`config.mk`:
```
export PLATFORM = sky130hd
export DESIGN_NAME = phi_muldiv
export DESIGN_NICKNAME = d
export VERILOG_FILES = /design/src/rtl/core/phi_pkg.sv /design/src/rtl/core/phi_muldiv.sv
export SDC_FILE = /design/constraint.sdc
export NUM_CORES = 1
export LEC_CHECK = 0
export ABC_CLOCK_PERIOD_IN_PS = 4570
export BUFFER_PORTS_ARGS = -buffer_cell sky130_fd_sc_hd__buf_2
export CAP_MARGIN = 30
export CORE_MARGIN = 1
export CORE_UTILIZATION = 60
export CTS_CLUSTER_DIAMETER = 50
export DETAILED_ROUTE_END_ITERATION = 7
export PLACE_DENSITY = 0.81
export SLEW_MARGIN = 20
export SYNTH_ARGS = -nofsm -noshare
export SYNTH_HDL_FRONTEND = slang
export SYNTH_SLANG_ARGS = --single-unit
```
`constraint.sdc`:
```
create_clock -name i_clk -period 4.57 [get_ports i_clk]
set_clock_uncertainty 0.05 [all_clocks]
set_input_delay 0.914 -clock i_clk [delete_from_list [all_inputs] [get_ports i_clk]]
set_output_delay 0.914 -clock i_clk [all_outputs]
set_load 0.005 [all_outputs]
```
`src/rtl/core/phi_pkg.sv`:
```
// Package for the profile height interpolator: sizes, register codes,
// reset values, FSM states and the divider request/response words.
// No dependencies.
`timescale 1ns / 1ps

package phi_pkg;

    // Profile storage
    localparam int MAX_LEVELS = 256;
    localparam int ADDR_W     = $clog2(MAX_LEVELS);
    localparam int DATA_W     = 32;

    // Level count register and its saturation width
    localparam int NUM_W = 9;
    localparam int CNT_W = (ADDR_W + 1 > NUM_W) ? ADDR_W + 1 : NUM_W;

    // Multiply-divide unit: operands are 33-bit magnitudes
    localparam int MAG_W     = DATA_W + 1;
    localparam int REM_W     = MAG_W + 2;
    localparam int DIV_CNT_W = $clog2(MAG_W + 1);

    // Configuration port
    localparam int PADDR_W = 3;
    localparam int PDATA_W = 32;
    localparam logic REG_NUM_LEVELS   = 1'b0;
    localparam logic REG_MISSING_CODE = 1'b1;

    localparam logic [NUM_W-1:0]  NUM_LEVELS_RST   = 9'd2;
    localparam logic [DATA_W-1:0] MISSING_CODE_RST = 32'hD8F1_C000;

    // Query sequencer states
    typedef enum logic [4:0] {
        S_IDLE = 5'b00001,
        S_TOP  = 5'b00010,
        S_SCAN = 5'b00100,
        S_PREP = 5'b01000,
        S_DIV  = 5'b10000
    } t_state;

    // Divider request and response words
    typedef struct packed {
        logic             start;
        logic [MAG_W-1:0] a;
        logic [MAG_W-1:0] num;
        logic [MAG_W-1:0] den;
    } t_div_req;

    typedef struct packed {
        logic             done;
        logic [MAG_W-1:0] quot;
    } t_div_rsp;

endpackage

```
`src/rtl/core/phi_muldiv.sv`:
```
// Shift-subtract unit computing floor(a * num / den) for num <= den.
// Depends on phi_pkg. Each bit of a takes an add phase, then a reduce phase.
`timescale 1ns / 1ps

module phi_muldiv (
    input  logic              i_clk,
    input  logic              i_rst_n,
    input  phi_pkg::t_div_req i_req,
    output phi_pkg::t_div_rsp o_rsp
);

    logic [phi_pkg::MAG_W-1:0]     r_a, n_a;
    logic [phi_pkg::REM_W-1:0]     r_n, n_n;
    logic [phi_pkg::REM_W-1:0]     r_d, n_d;
    logic [phi_pkg::REM_W-1:0]     r_d2, n_d2;
    logic [phi_pkg::REM_W-1:0]     r_r, n_r;
    logic [phi_pkg::MAG_W-1:0]     r_q, n_q;
    logic [phi_pkg::DIV_CNT_W-1:0] r_cnt, n_cnt;
    logic                          r_phase, n_phase;
    logic                          r_busy, n_busy;
    logic                          r_done, n_done;

    // Next state: add phase, then reduce phase (remainder below 3*den)
    always_comb begin
        n_a     = r_a;
        n_n     = r_n;
        n_d     = r_d;
        n_d2    = r_d2;
        n_r     = r_r;
        n_q     = r_q;
        n_cnt   = r_cnt;
        n_phase = r_phase;
        n_busy  = r_busy;
        n_done  = 1'b0;
        if (i_req.start) begin
            n_a     = i_req.a;
            n_n     = phi_pkg::REM_W'(i_req.num);
            n_d     = phi_pkg::REM_W'(i_req.den);
            n_d2    = phi_pkg::REM_W'(i_req.den) << 1;
            n_r     = '0;
            n_q     = '0;
            n_cnt   = phi_pkg::DIV_CNT_W'(phi_pkg::MAG_W);
            n_phase = 1'b0;
            n_busy  = 1'b1;
        end else if (r_busy) begin
            if (!r_phase) begin
                n_r     = (r_r << 1) + (r_a[phi_pkg::MAG_W-1] ? r_n : '0);
                n_q     = r_q << 1;
                n_a     = r_a << 1;
                n_phase = 1'b1;
            end else begin
                if (r_r >= r_d2) begin
                    n_r = r_r - r_d2;
                    n_q = r_q + phi_pkg::MAG_W'(2);
                end else if (r_r >= r_d) begin
                    n_r = r_r - r_d;
                    n_q = r_q + phi_pkg::MAG_W'(1);
                end
                n_phase = 1'b0;
                n_cnt   = r_cnt - phi_pkg::DIV_CNT_W'(1);
                if (r_cnt == phi_pkg::DIV_CNT_W'(1)) begin
                    n_busy = 1'b0;
                    n_done = 1'b1;
                end
            end
        end
    end

    // Control registers
    always_ff @(posedge i_clk) begin
        if (!i_rst_n) begin
            r_busy <= 1'b0;
            r_done <= 1'b0;
        end else begin
            r_busy <= n_busy;
            r_done <= n_done;
        end
    end

    // Datapath registers
    always_ff @(posedge i_clk) begin
        r_a     <= n_a;
        r_n     <= n_n;
        r_d     <= n_d;
        r_d2    <= n_d2;
        r_r     <= n_r;
        r_q     <= n_q;
        r_cnt   <= n_cnt;
        r_phase <= n_phase;
    end

    assign o_rsp.done = r_done;
    assign o_rsp.quot = r_q;

endmodule

```
==> summary.md <==
| Metric | Value |
|---|---|
| Cell-by-cell listing of the critical path | and2_1 -> ha_1 -> o211ai_1 -> nor2_1 -> buf_4 -> a41oi_1 -> a221oi_1 -> o31a_1 -> a221oi_1 -> o21ai_0 -> mux2i_1 -> a31oi_1 |
| Proportion of synthesized chip area in sequential cells | 0.324 |
| Synthesis-to-layout area growth | 11.1% |
| Number of clock sinks seen by CTS | 176 |
| Root cell of the clock tree | clkbuf_16 |
| Post-DRT Antenna Nets | 0 |
| Number of synthesized flops with an enable pin | 99 |
| Buffers plus inverters on the worst setup path | 1 |
| Wire length of the first global-routing pass | 65500 um |
| Worst setup path category | reg -> reg |
| Grt total ovfl | 0 |
| Maximum achievable frequency | 250 MHz |
| # setup viols final | 0 |
| Max_cap viols | 0 |
| Total Wirelength | 41500 um |
| Number of global-route vias before repair | 12600 |
| Post-synthesis cell area | 13900 sq um |
| Count of yosys warnings during synthesis | 0 |
| Commonest non-fill, non-tap cells in the layout | nand2_1 (165), a21oi_1 (140), buf_2 (134), nor2_1 (111), o21ai_0 (105) |
| Number of inserted diodes | 0 |
| Final #Nets | around 1900 |
| Slew at the pin closest to its max-slew limit | 0.928 ns |
| Switching power | approximately 2.7 mW |
| Number of top-level pins | 136 |
| Worst-Skew Late Latency | 0.45 ns |
| DR top layer | met4 |
| Post-CTS Hold Buffers | 0 |
| Internal power of the cells | roughly 3.7 mW |
| Count of cells resized by post-cts repair | 0 |
| Tmin final | 3.99 ns |
| Global placer's final weighted congestion | 1.01 |
| I/O Buffers | 135 |
| Detailed route wirelength on metal3 | 3960 um |
| Initial cell density of the core | 0.613 |
| CP Launch Type | flop |
| Setup slack of the critical path after layout | 0.575 ns |
| Net count of the mapped netlist | 1836 |
| Setup repair after global routing missed its margin | false |
| Worst slack after detailed placement | 0.695 ns |
| Postcts setup bufs | 0 |
| Family of cells with the greatest summed delay on the critical path | compound AO/OA/AOI/OAI gates |
| Total met2 wirelength after detailed routing | 18900 um |
| Async S/R FF share, synth | 0 |
| Highest-delay cell along the critical path | a221oi_1 |
| Clk pin slew, worst setup/hold paths | 0.08 ns |
| Sw Ratio | 0.416 |
| Worst min-delay path category | reg -> reg |
| Post-detailed-route wirelength per cell | 20.5 um |
| Die Outline Area | 23800 sq um |
| Drt first-iter violations | 1564 |
| Power share of the combinational group | 0.439 |
| Fillcell total | approximately 1900 |
| Slew Limit Fails | 0 |
| Deepest clock path buffer count | 2 |
| Fraction of layout instances using a drive strength above 1 | 0.157 |
| Slew headroom | 0.382 |
| Final cycle utilization of the critical path | 0.874 |
| H-tree levels | 4 |
| Total CTS buffers | 17 |
| Distinct cells, synth | 92 |
| Synthesized netlist cell count | between 1500 and 2000 |
| Routed length on met1 | 17300 um |
| Horizontal die dimension | 154 um |
| Worst vdd rail ir drop | 0.259 mV |
| Most frequent CP cell | a221oi_1 |
| Remaining design rule violation count | 0 |
| Die span in y | 154 um |
| Avg Vias per Cell | 6.72 |
| Power Density | 413 nW/um^2 |
| Pin count of the biggest net entering global routing | 82 |
| Post-Syn Area per Cell | 8.55 sq um |
| Sum Neg Setup Slack | 0 ns |
| Sequential power share | 0.313 |
| Post-route worst hold slack | 0.459 ns |
| Clock Power Share | 0.248 |
| Crit path required time | approximately 4.8 ns |
| Overall via count from detail_route | ~14000 |
| Result of the run | finished clean |
| First-pass detailed-route iteration total | 6 |
| LEAKAGE | 6.39 nW |
| Most common library cell in the layout ignoring fill and taps | nand2_1 |
| Placed wire-length estimate | 30100 um |
| Largest stage delay, worst path | 0.59 ns |
| Primary flip-flop cell chosen by synthesis mapping | edfxtp_1 |
| Kind of end point of the critical path | flop |
| Post-synthesis register bit count | 176 |
| CTS tree | yes |
| CP arrival | between 4 and 5 ns |
| Core area | approximately 23000 sq um |
| Initial antenna violation count | 0 |
| Floorplan row count | 55 |
| Global Route Usage Sum | 0.345 |
| CP Max Fanout | 12 |
| Final hold viol count | 0 |
worst register-to-register path, stage by stage, from the launching register on:
cell and delay [ns]:
edfxtp_1 0.56, and2_1 0.22, ha_1 0.43, o211ai_1 0.13, nor2_1 0.28, buf_4 0.19
a41oi_1 0.15, a221oi_1 0.59, o31a_1 0.29, a221oi_1 0.12, o21ai_0 0.53, mux2i_1 0.25
a31oi_1 0.09
layer usage:
layer / vias up / track usage
met1: 6438 / 0.460
met3: 121 / 0.0667
li1: 6343 / -
met5: - / 0
met4: 0 / 0.141
met2: 722 / 0.553
state kept, by name, indices dropped and copies added (netlist names):
register and count:
r_a 33, r_phase 1, r_q 33, r_cnt 6, r_n 33, r_done 1, r_r 35, r_d2 33
r_busy 1
stage by stage:
| stage | power (mW) | utilization | area (sq um) | instances |
|---|---|---|---|---|
| floorplan | 3.98 | - | 13900 | 1629 |
| global placement | 4.68 | 0.654 | 14800 | 1995 |
| detailed placement | 4.72 | 0.654 | 14800 | 1995 |
| CTS | 6.29 | 0.681 | 15500 | 2027 |
| global route | 6.68 | 0.681 | 15500 | 2028 |
| finish | 6.39 | 0.681 | 15500 | 2028 |
kinds of logic after synthesis:
logic type / after synthesis / share of synthesized area
AO/OA/AOI/OAI: 541 / 0.260
XOR/XNOR: 88 / 0.0554
adder cells (fa/ha/maj): 105 / 0.0960
buffers and inverters: 136 / 0.0398
flip-flops: 176 / 0.324
multiplexers: 41 / 0.0327
AND/OR/NAND/NOR: 542 / 0.192
worst paths after layout:
| path | start | end | slack, ns | cells after the start |
|---|---|---|---|---|
| max reg2reg | r_a[32] | r_r[34] | 0.58 | 12 |
| min reg2reg | r_cnt[1] | r_cnt[1] | 0.46 | 2 |
| min | r_cnt[1] | r_cnt[1] | 0.46 | 2 |
| max | r_a[32] | r_r[34] | 0.58 | 12 |
power by group through the flow:
stage / clock (mW) / sequential [mW] / combinational, mW
finish: 1.58 / 2.00 / 2.81
global route: 1.64 / 2.02 / 3.03
CTS: 1.58 / 2.00 / 2.71
detailed placement: 0 / 2.03 / 2.69
global placement: 0 / 2.03 / 2.65
floorplan: 0 / 1.96 / 2.01
cells in the mapped netlist (8+ instances only):
| cell type | count | area, sq um |
|---|---|---|
| a211oi_1 | 17 | 128 |
| nor3_1 | 23 | 115 |
| o21a_1 | 18 | 135 |
| buf_2 | 22 | 110 |
| and3_1 | 21 | 131 |
| a21boi_0 | 10 | 75.1 |
| ha_1 | 102 | 1280 |
| a21oi_1 | 140 | 701 |
| inv_1 | 51 | 191 |
| a21o_1 | 38 | 285 |
| dfxtp_1 | 77 | 1540 |
| a31oi_1 | 43 | 269 |
| clkbuf_1 | 51 | 191 |
| a211o_1 | 9 | 78.8 |
| nand3_1 | 52 | 260 |
| o21ai_0 | 105 | 526 |
| o211ai_1 | 22 | 165 |
| nand2_1 | 165 | 619 |
| xnor2_1 | 49 | 429 |
| a311oi_1 | 14 | 123 |
| nor2b_1 | 20 | 125 |
| a22oi_1 | 11 | 82.6 |
| nand2b_1 | 15 | 93.8 |
| nor4_1 | 8 | 50.1 |
| xor2_1 | 39 | 342 |
| edfxtp_1 | 99 | 2970 |
| nand4_1 | 28 | 175 |
| mux2_2 | 36 | 405 |
| a31o_2 | 9 | 78.8 |
| nor2_1 | 113 | 424 |
| or3_1 | 19 | 119 |
| o21bai_1 | 9 | 67.6 |
| and2_1 | 41 | 257 |
final cells by class:
class	instances	area, sq um	area share
multi-input cells	1317	8870	0.573
clock buffers	17	425	0.0275
clock inverters	15	190	0.0123
well taps	285	357	0.0230
inverters	52	195	0.0126
repair buffers	166	918	0.0593
flip-flops and latches	176	4520	0.292
Power figures use the tool's default switching activity.
